## config.mk

```make
export PLATFORM = sky130hd
export DESIGN_NAME = lteh_queue
export DESIGN_NICKNAME = d
export VERILOG_FILES = /design/src/rtl/lteh_pkg.sv /design/src/rtl/lteh_queue.sv
export SDC_FILE = /design/constraint.sdc
export NUM_CORES = 1
export LEC_CHECK = 0
export CAP_MARGIN = 0
export CORE_MARGIN = 2
export CORE_UTILIZATION = 35
export CTS_CLUSTER_DIAMETER = 30
export DETAILED_ROUTE_END_ITERATION = 8
export DONT_BUFFER_PORTS = 1
export GPL_ROUTABILITY_DRIVEN = 1
export GPL_TIMING_DRIVEN = 1
export PLACE_DENSITY = 0.49
export SLEW_MARGIN = 10
export SYNTH_ARGS = -nofsm -noshare
export SYNTH_HDL_FRONTEND = slang
export SYNTH_SLANG_ARGS = --single-unit
```

## constraint.sdc

```tcl
create_clock -name clk_i -period 6.7 [get_ports clk_i]
set_clock_uncertainty 0.2 [all_clocks]
set_input_delay 0.67 -clock clk_i [delete_from_list [all_inputs] [get_ports clk_i]]
set_output_delay 0.67 -clock clk_i [all_outputs]
set_load 0.01 [all_outputs]
```

## src/rtl/lteh_pkg.sv

```systemverilog
package lteh_pkg;

  localparam int unsigned TABLE_ENTRIES = 64;
  localparam int unsigned SLOT_W        = $clog2(TABLE_ENTRIES);
  localparam int unsigned USED_W        = SLOT_W + 1;
  localparam int unsigned NUM_GROUPS    = 7;
  localparam int unsigned GROUP_W       = 3;
  localparam int unsigned COUNT_BITS    = 32;
  localparam int unsigned KEY_W         = 64;
  localparam int unsigned TRIP_W        = 32;
  localparam int unsigned HALF_W        = TRIP_W / 2;
  localparam int unsigned CLASS_W       = 8;
  localparam int unsigned QUEUE_DEPTH   = 2;
  localparam int unsigned QPTR_W        = $clog2(QUEUE_DEPTH);

  // stream widths
  localparam int unsigned S_TDATA_W = 152;
  localparam int unsigned M_TDATA_W = 120;

  typedef logic [GROUP_W-1:0] group_t;

  // accuracy groups
  localparam group_t GRP_SQRT   = 3'd0;
  localparam group_t GRP_HALF   = 3'd1;
  localparam group_t GRP_MINUS2 = 3'd2;
  localparam group_t GRP_MINUS1 = 3'd3;
  localparam group_t GRP_DOUBLE = 3'd4;
  localparam group_t GRP_SQUARE = 3'd5;
  localparam group_t GRP_BEYOND = 3'd6;

  // item kinds
  localparam logic MODE_RECORD = 1'b0;
  localparam logic MODE_READ   = 1'b1;

  typedef logic [NUM_GROUPS-1:0][COUNT_BITS-1:0] count_row_t;

  typedef struct packed {
    logic [CLASS_W-1:0] cls;
    logic [KEY_W-1:0]   key;
  } key_entry_t;

  // classified item handed from front to back
  typedef struct packed {
    logic               is_read;
    logic [SLOT_W-1:0]  slot;
    group_t             group;
    logic [KEY_W-1:0]   key;
    logic [CLASS_W-1:0] cls;
    logic               is_new;
    logic               full;
    logic               valid;
  } work_t;

  // result beat, last field in the low bits
  typedef struct packed {
    logic                  valid;
    logic                  full;
    logic                  is_new;
    logic [CLASS_W-1:0]    cls;
    logic [KEY_W-1:0]      key;
    logic [COUNT_BITS-1:0] count;
    group_t                group;
    logic [SLOT_W-1:0]     slot;
  } result_t;

  localparam int unsigned RESULT_W = $bits(result_t);

endpackage

```

## src/rtl/lteh_queue.sv

```systemverilog
module lteh_queue (
  input  logic            clk_i,
  input  logic            rst_ni,
  input  logic            push_i,
  input  lteh_pkg::work_t push_data_i,
  output logic            full_o,
  input  logic            pop_i,
  output logic            valid_o,
  output lteh_pkg::work_t head_o
);

  lteh_pkg::work_t                    slot_q [lteh_pkg::QUEUE_DEPTH];
  logic [lteh_pkg::QPTR_W-1:0]        wr_ptr_q, rd_ptr_q;
  logic [lteh_pkg::QPTR_W:0]          cnt_q, cnt_d;
  logic                               do_push, do_pop;

  assign full_o  = (cnt_q == (lteh_pkg::QPTR_W + 1)'(lteh_pkg::QUEUE_DEPTH));
  assign valid_o = (cnt_q != '0);
  assign head_o  = slot_q[rd_ptr_q];
  assign do_push = push_i && !full_o;
  assign do_pop  = pop_i && valid_o;

  always_comb begin
    cnt_d = cnt_q;
    if (do_push && !do_pop) begin
      cnt_d = cnt_q + 1'b1;
    end else if (do_pop && !do_push) begin
      cnt_d = cnt_q - 1'b1;
    end
  end

  always_ff @(posedge clk_i or negedge rst_ni) begin
    if (!rst_ni) begin
      wr_ptr_q <= '0;
      rd_ptr_q <= '0;
      cnt_q    <= '0;
    end else begin
      cnt_q <= cnt_d;
      if (do_push) begin
        wr_ptr_q <= wr_ptr_q + 1'b1;
      end
      if (do_pop) begin
        rd_ptr_q <= rd_ptr_q + 1'b1;
      end
    end
  end

  always_ff @(posedge clk_i) begin
    if (do_push) begin
      slot_q[wr_ptr_q] <= push_data_i;
    end
  end

endmodule

```

## Word-level counts from Yosys, hierarchy flattened

Memories as Yosys holds them, arrays and structs flattened.
Cells that the tools add are included.

| word-level totals | value |
|---|---|
| flip-flop bits (word level) | 4 |
| RAM bits | 170 |
| input port bits | 89 |
| output and inout port bits | 87 |
| logic and storage cells | 22 |
| memories | 1 |

Memories:

| name | words | width | rd ports | clocked after memory_dff | write ports | RTL line | RTL |
|---|---|---|---|---|---|---|---|
| slot_q | 2 | 85 | 1 | 0 | 1 | lteh_queue.sv:12 | `lteh_pkg::work_t slot_q [lteh_pkg::QUEUE_DEPTH];` |

| cells by class | value |
|---|---|
| add/sub/neg operators | 4 |
| equal/unequal tests | 1 |
| multiplexer cells | 4 |
| reduce and logical (&&, ||, !) cells | 9 |

Operator list:

| kind | number |
|---|---|
| 1-bit logical AND | 4 |
| 2-bit 2-to-1 mux | 2 |
| 2-bit nonzero test | 2 |
| 1-bit logical NOT | 3 |
| 1-bit adder (second input constant) | 2 |
| 2-bit by 1-bit adder with 2-bit output (second input constant) | 1 |
| 2-bit equality test (second input constant) | 1 |
| 1-bit 2-to-1 mux | 2 |
| 2-bit by 1-bit subtractor with 2-bit output (second input constant) | 1 |

## Longest topological paths before layout

Gate-level depths: netlist of the first run.

| logic depth | value |
|---|---|
| word-level depth | 7 |
| gate-level depth with buffers | 7 |

## Worst setup path after synthesis of the first run

Ideal clock, no wire load.

| timing | value |
|---|---|
| path type | input-to-reg |
| from | input port push_i |
| to | memory slot_q[0][0] in the netlist's numbering (enable) |
| library setup time | 529 ps |
| data arrival time | 4302 ps |
| path slack | 1669 ps |
| stages | 2 |
| path through | nand2_1 -> nor2_1 |

| between the ends | value |
|---|---|
| cells in the longest elaborated chain, start to end | 3 |

Ends and longest elaborated chain:

| item | RTL line | RTL |
|---|---|---|
| from (decl) | lteh_queue.sv:4 | `input logic push_i,` |
| 1-bit logical AND | lteh_queue.sv:20 | `assign do_push = push_i && !full_o;` |
| 1-bit 2-to-1 mux | lteh_queue.sv:49 | `if (do_push) begin` |
| 1-bit 2-to-1 mux (implied by the code) | lteh_queue.sv:50 | `slot_q[wr_ptr_q] <= push_data_i;` |
| to (decl) | lteh_queue.sv:12 |  |

Every way passes these cells.

==> flow_metrics.py, run 1 <==
metrics = {
    "run_status": {
        "status": "finished, final reports clean",
    },
    "worst_setup_path": {
        "cp_num_cells": 2,
        "arrival_ns": 2.49,
        "crit_slowest_cell": "dfrtp_4",
        "critPathRequiredTime_ns": 5.83,
        "path_max_fanout": 46,
        "cp_top_family": "flip-flops",
        "path_buf_inv": 1,
        "startpoint_type": "register",
        "worstSetupPathType": "reg2out",
        "slowest_delay_ns": 0.82,
        "cp-end-kind": "output pin",
        "cp_cell_sequence": "buf_4 > mux2_2",
        "rr_worst_depth": 3,
    },
    "die": {
        "die_area_sq_um": 19800,
        "die_h_um": 141,
        "die_x_um": 141,
        "start_util": 0.360,
        "core_region_area_sq_um": 18100,
        "num_io_pins": 176,
        "fp-row-count": 49,
    },
    "yosys": {
        "syn_nets": 374,
        "synth.avg_cell_area_sq_um": 23.0,
        "ys_types": 17,
        "yosysTopAreaCell": "edfxtp_1",
        "synth_top_area_share": 0.781,
        "synth_area_leaders": "edfxtp_1, mux2_4, mux2_2, dfrtp_1, buf_12",
        "synth_seq_cells": 174,
        "ys_seq_area_frac": 0.796,
        "ys.warnings.count": 0,
        "postSynthCellCount": 284,
        "synthesis.area_sq_um": 6540,
    },
    "placed_design": {
        "port-buffer-count": 0,
        "dpl-instance-area_sq_um": 6740,
        "gp_congestion": 0.658,
    },
    "sta": {
        "final.min_clock_period_ns": 3.36,
        "period_share": 0.501,
        "totalNegativeSetupSlack_ns": 0,
        "finalHoldViolations": 0,
        "finalSetupViolCount": 0,
        "rsz0062_at_grt": "false",
        "max_freq_ghz": 0.298,
        "worstMarginPinSlew_ns": 0.806,
        "slew_headroom": 0.463,
        "slew_viol_final": 0,
    },
    "clock_network": {
        "clock_sinks": 174,
        "htree_levels": 4,
        "cts_hold_buf": 1,
        "cts_buffers": 17,
        "clk_path_buf_depth": 2,
        "cts_root_buffer": "clkbuf_16",
        "cts_tree": "done",
        "clk_latency_ns": 0.41,
        "cts.clk_slew.worst_paths_ns": 0.06,
        "cts_setup_buffers": 0,
        "ctsResizeCount": 0,
    },
    "detailed_routing": {
        "dr.pass1.iters": 4,
        "wire_per_inst_um": 21.1,
        "drt_wl_total_um": 11400,
        "via_per_inst": 4.79,
        "drt_iter0_drc": 158,
        "drc": 0,
        "antenna_left": 0,
        "vias": 2587,
    },
    "power": {
        "leakage_nw": 2.48,
        "ir_drop_v": 0.000203,
        "p_per_area_nw_per_um2": 458,
    },
    "cells_and_area": {
        "drive_gt1_frac": 0.392,
        "final_nets": 388,
        "fillers": 1600,
        "fin_area_sq_um": 7300,
        "antennaDiodeCount": 0,
        "area_growth_pct": 11.7,
    },
    "flow_run": {
        "drv_cap": 0,
    },
    "grt": {
        "antenna_found_initial": 0,
        "grt_max_degree": 48,
        "grt_pass1_wl_um": 16700,
        "grt_pass1_vias": 2787,
        "grt_use_total": 0.116,
        "gr-total-overflow": 0,
    },
    "hold_path": {
        "holdCritPathClass": "in2reg",
        "whs_path_depth": 0,
    },
}
## cells by family after synthesis
logic type,synth area share
muxes,0.169
DFF,0.796
xor gates and xnor gates,0.00670
adders and majority gates,0.00191
and+or+nand+nor,0.00517
buffers and inverters,0.0205
## worst reg2reg max path: cells and delay by family (launching register included)
kind          cells  cell delay (ns)
buf+inv           1             0.67
flops             1             0.40
simple gates      2             0.79
## report_power, final
group | switching [mW] | internal, mW
combinational | 0.471 | 0.359
clock | 0.402 | 0.509
sequential | 0.108 | 1.49
total | 0.981 | 2.36
## cells in the final DEF, fill, tap and decap left out, types with 2 or more instances in the layout
cell type	instances
inv_6	2
mux2_4	40
buf_4	4
clkbuf_16	17
inv_1	2
xor2_1	2
clkinv_4	4
clkinv_1	3
clkinv_2	4
nand2_1	2
edfxtp_1	170
mux2_2	45
xnor2_1	3
dfrtp_1	3
## cell type report
cell class / instances / area, sq um / share of cell area
flip-flops and latches: 174 / 5210 / 0.714
multi-input cells: 98 / 1210 / 0.166
clock buffers: 17 / 425 / 0.0583
well taps: 229 / 287 / 0.0393
clock inverters: 15 / 121 / 0.0166
repair buffers: 5 / 40.0 / 0.00549
inverters: 2 / 7.51 / 0.00103
## metrics by stage
stage                     power [mW]   util  cells  hold WS (ns)  setup slack [ns]
after floorplan                 2.37      -    284         0.174              1.67
after global placement          2.47  0.372    507         0.175              3.72
after detailed placement        2.49  0.372    507         0.175              3.69
after CTS                       3.41  0.402    540         0.116              3.23
after global routing            3.51  0.402    540         0.107              3.16
final                           3.34  0.402    540         0.140              3.34
## synth_stat cells
| library cell | n |
|---|---|
| buf_2 | 4 |
| mux2_2 | 45 |
| dfrtp_1 | 4 |
| ha_1 | 1 |
| buf_8 | 1 |
| nand2_1 | 2 |
| edfxtp_1 | 170 |
| or2_2 | 1 |
| mux2_4 | 40 |
| buf_12 | 4 |
| inv_1 | 2 |
| xor2_1 | 2 |
| buf_6 | 1 |
| nand2b_1 | 1 |
| and3_1 | 1 |
| nor2_1 | 2 |
| xnor2_1 | 3 |
## worst paths after layout
check                                 from             to  slack [ns]
min reg2reg                       cnt_q[1]       cnt_q[1]        0.30
min                        push_data_i[54]  slot_q[1][54]        0.14
min in group asynchronous           rst_ni       cnt_q[0]        0.33
max                               rd_ptr_q     head_o[68]        3.34
max reg2reg                       cnt_q[0]  slot_q[1][13]        4.26
max in group asynchronous           rst_ni       rd_ptr_q        5.77
## flip-flops by register name, summed over array words and instances (netlist names)
name,cells
slot_q,170
cnt_q,2
rd_ptr_q,1
wr_ptr_q,1
## routing by layer
metal,track usage,part of all wire
met5,0,0
met4,0.0395,0.011
met1,0.131,0.40
met2,0.179,0.47
met3,0.0761,0.12
No activity file was read; power rests on OpenSTA's default activity.
==> run 2, diff against run 1 <==
- ABC_AREA: default -> 1
- clock period: 6.7 -> 3.5 ns (I/O delays scaled with it)
==> run 2 against run 1 <==
Against the previous run:
- synthesized area down 1.7%
- design area increased by 11%
- critical path type unchanged
- sequential cell count unchanged
- register-to-register slack got worse by 2.8 ns
- critical path depth is 1 higher
- global-route usage grew 2.2 points
- wire length up 14%
- final cell count grew 50%
- critical endpoint is now head_o[82]
- via count increased by 44%
- worst hold slack got worse by 0.046 ns
- first-iteration DRC count is 14% higher
- combinational power rose by 110%
==> flow_metrics.py, run 2 <==
metrics = {
    "clock_network": {
        "clock_sinks": 174,
        "clk_latency_ns": 0.41,
        "ctsResizeCount": 0,
        "cts_tree": "done",
        "cts_setup_buffers": 0,
        "htree_levels": 4,
        "cts_root_buffer": "clkbuf_16",
        "clk_path_buf_depth": 2,
        "cts.clk_slew.worst_paths_ns": 0.06,
        "cts_buffers": 17,
    },
    "sta": {
        "slew_viol_final": 0,
        "final.min_clock_period_ns": 2.51,
        "period_share": 0.717,
        "rsz0062_at_grt": "false",
        "worstMarginPinSlew_ns": 0.986,
        "finalHoldViolations": 0,
        "whs_ns": 0.0942,
        "finalSetupViolCount": 0,
        "slew_headroom": 0.343,
        "totalNegativeSetupSlack_ns": 0,
        "max_freq_ghz": 0.399,
    },
    "grt": {
        "grt_use_total": 0.138,
        "grt_pass1_wl_um": 20700,
        "gr-total-overflow": 0,
        "grt_max_degree": 87,
        "grt_pass1_vias": 3874,
        "antenna_found_initial": 0,
    },
    "run_status": {
        "status": "finished, final reports clean",
    },
    "worst_setup_path": {
        "crit_slowest_cell": "buf_4",
        "rr_startpoint": "cnt_q[1]",
        "cp-end-kind": "output pin",
        "path_max_fanout": 86,
        "slowest_delay_ns": 0.75,
        "critPathRequiredTime_ns": 2.95,
        "startpoint_type": "register",
        "regToRegSetupSlack_ns": 1.45,
        "worstSetupPathType": "reg2out",
        "cpMostUsedCell": "nand2_1",
        "cp_cell_sequence": "buf_4 > nand2_1 > nand2_1",
        "arrival_ns": 1.96,
        "r2r_end": "slot_q[0][19]",
        "rr_worst_depth": 6,
    },
    "detailed_routing": {
        "wire_per_inst_um": 16.0,
        "drc": 0,
        "antenna_left": 0,
        "dr.pass1.iters": 4,
        "drt_wl_total_um": 13000,
        "via_per_inst": 4.58,
        "vias": 3719,
        "drt_iter0_drc": 180,
    },
    "yosys": {
        "postSynthCellCount": 476,
        "synth_common_cells": "nand2_1, edfxtp_1, buf_2",
        "synth_seq_cells": 174,
        "synth-edff-count": 170,
        "syn_nets": 566,
        "synth.avg_cell_area_sq_um": 13.5,
        "synth_most_common_cell": "nand2_1",
        "ys_types": 14,
        "synth_flop_cell": "edfxtp_1",
        "synth_top_area_share": 0.795,
        "async_flop_share": 0.0230,
        "ys_seq_area_frac": 0.810,
        "yosysTopAreaCell": "edfxtp_1",
        "ys.warnings.count": 0,
        "synthesis.area_sq_um": 6420,
        "synth_area_leaders": "edfxtp_1, nand2_1, dfrtp_1, buf_6, buf_2",
    },
    "cells_and_area": {
        "antennaDiodeCount": 0,
        "fin_area_sq_um": 8110,
        "final_common_cell": "nand2_1",
        "area_growth_pct": 26.3,
        "final_nets": 661,
        "top_regs": "slot_q: 170 flops, cnt_q: 2 flops",
        "final_cell_mix": "nand2_1, edfxtp_1, dlygate4sd3_1",
        "top_register": "slot_q",
        "final_core_util": 0.452,
        "drive_gt1_frac": 0.0686,
        "largest_reg_flops": 170,
    },
    "hold_path": {
        "hold-path-endpoint": "wr_ptr_q",
        "holdCritPathClass": "in2reg",
        "min_from": "push_i",
        "whs_path_depth": 3,
    },
    "die": {
        "die_area_sq_um": 19500,
        "num_io_pins": 176,
        "die_x_um": 139,
        "die_h_um": 139,
        "core_region_area_sq_um": 18000,
        "fp-row-count": 49,
        "start_util": 0.358,
    },
    "placed_design": {
        "gp_congestion": 0.743,
        "port-buffer-count": 0,
        "dpl-instance-area_sq_um": 6650,
        "dp_hpwl_um": 7870,
    },
    "power": {
        "p_per_area_nw_per_um2": 804,
        "leakage_nw": 3.15,
        "ir_drop_v": 0.000419,
        "power.total_mw": 6.53,
    },
    "flow_run": {
        "drv_cap": 0,
    },
}
-- run 2: cell count changes in the layout (fill, tap and decap cells not counted), sizes merged, moves of 3 or more --
cell,change
clkinvlp,+3
inv,+6
dlygate4sd3,+88
mux2,-85
nand2,+264
clkinv,-6
-- run 2: final cells by class --
type	count	area [sq um]
repair buffers	95	961
multi-input cells	275	1060
clock inverters	13	140
clock buffers	18	429
well taps	229	287
inverters	8	31.3
fillers	1619	9850
flip-flops and latches	174	5210
-- run 2: how the worst max path moves through the flow --
| stage | startpoint | to | slack (ns) | cells past startpoint |
|---|---|---|---|---|
| 6_report | rd_ptr_q | head_o[82] | 0.99 | 3 |
| 5_1_grt | rd_ptr_q | head_o[39] | 0.83 | 4 |
| 4_1_cts | rd_ptr_q | head_o[46] | 0.95 | 4 |
| 3_5_place_dp | rd_ptr_q | head_o[67] | 1.40 | 3 |
| 3_3_place_gp | rd_ptr_q | head_o[67] | 1.41 | 3 |
| 2_1_floorplan | cnt_q[1] | slot_q[1][0] | 0.09 | 3 |
-- run 2: worst max-delay path: cells and delay by family, from the launching register on --
kind	cells	cell delay, ns
flip-flops	1	0.37
buffers and inverters	1	0.75
AND/OR/NAND/NOR	2	0.37
-- run 2: timing repair --
| action | CTS | global route |
|---|---|---|
| hold endpoints to repair | 176 | 0 |
| hold buffers | 89 | 0 |
| endpoints found under the setup margin | 0 | 0 |
-- run 2: power breakdown --
| part | total, mW | internal [mW] | leakage, nW | switching [mW] |
|---|---|---|---|---|
| Combinational | 1.77 | 0.396 | 1.25 | 1.37 |
| Sequential | 2.95 | 2.84 | 1.63 | 0.106 |
| Clock | 1.81 | 1.05 | 0.269 | 0.762 |
| Total | 6.53 | 4.29 | 3.15 | 2.24 |
-- run 2: layer usage --
layer,vias to the layer above,part of all wire,track usage
met1,1770,0.43,0.170
met2,147,0.47,0.221
met4,0,0.011,0.0436
met3,10,0.095,0.0616
met5,-,0,0
li1,1792,-,-
-- run 2: kinds of logic (layout without fill, tap and decap cells) --
family / Yosys count / after routing / share of synthesized area
xor gates and xnor gates: 1 / 1 / 0.00136
buffers and inverters: 27 / 134 / 0.0261
DFF: 174 / 174 / 0.810
adders and majority gates: 1 / 1 / 0.00195
AOI/OAI and AO/OA: 1 / 1 / 0.000778
and+or+nand+nor: 272 / 272 / 0.160
-- run 2: metrics by stage --
stage                     worst slack (ns)  cells
after floorplan                     0.0868    476
after global placement                1.41    692
after detailed placement              1.40    692
after CTS                            0.949    812
after global routing                 0.833    812
final                                0.992    812
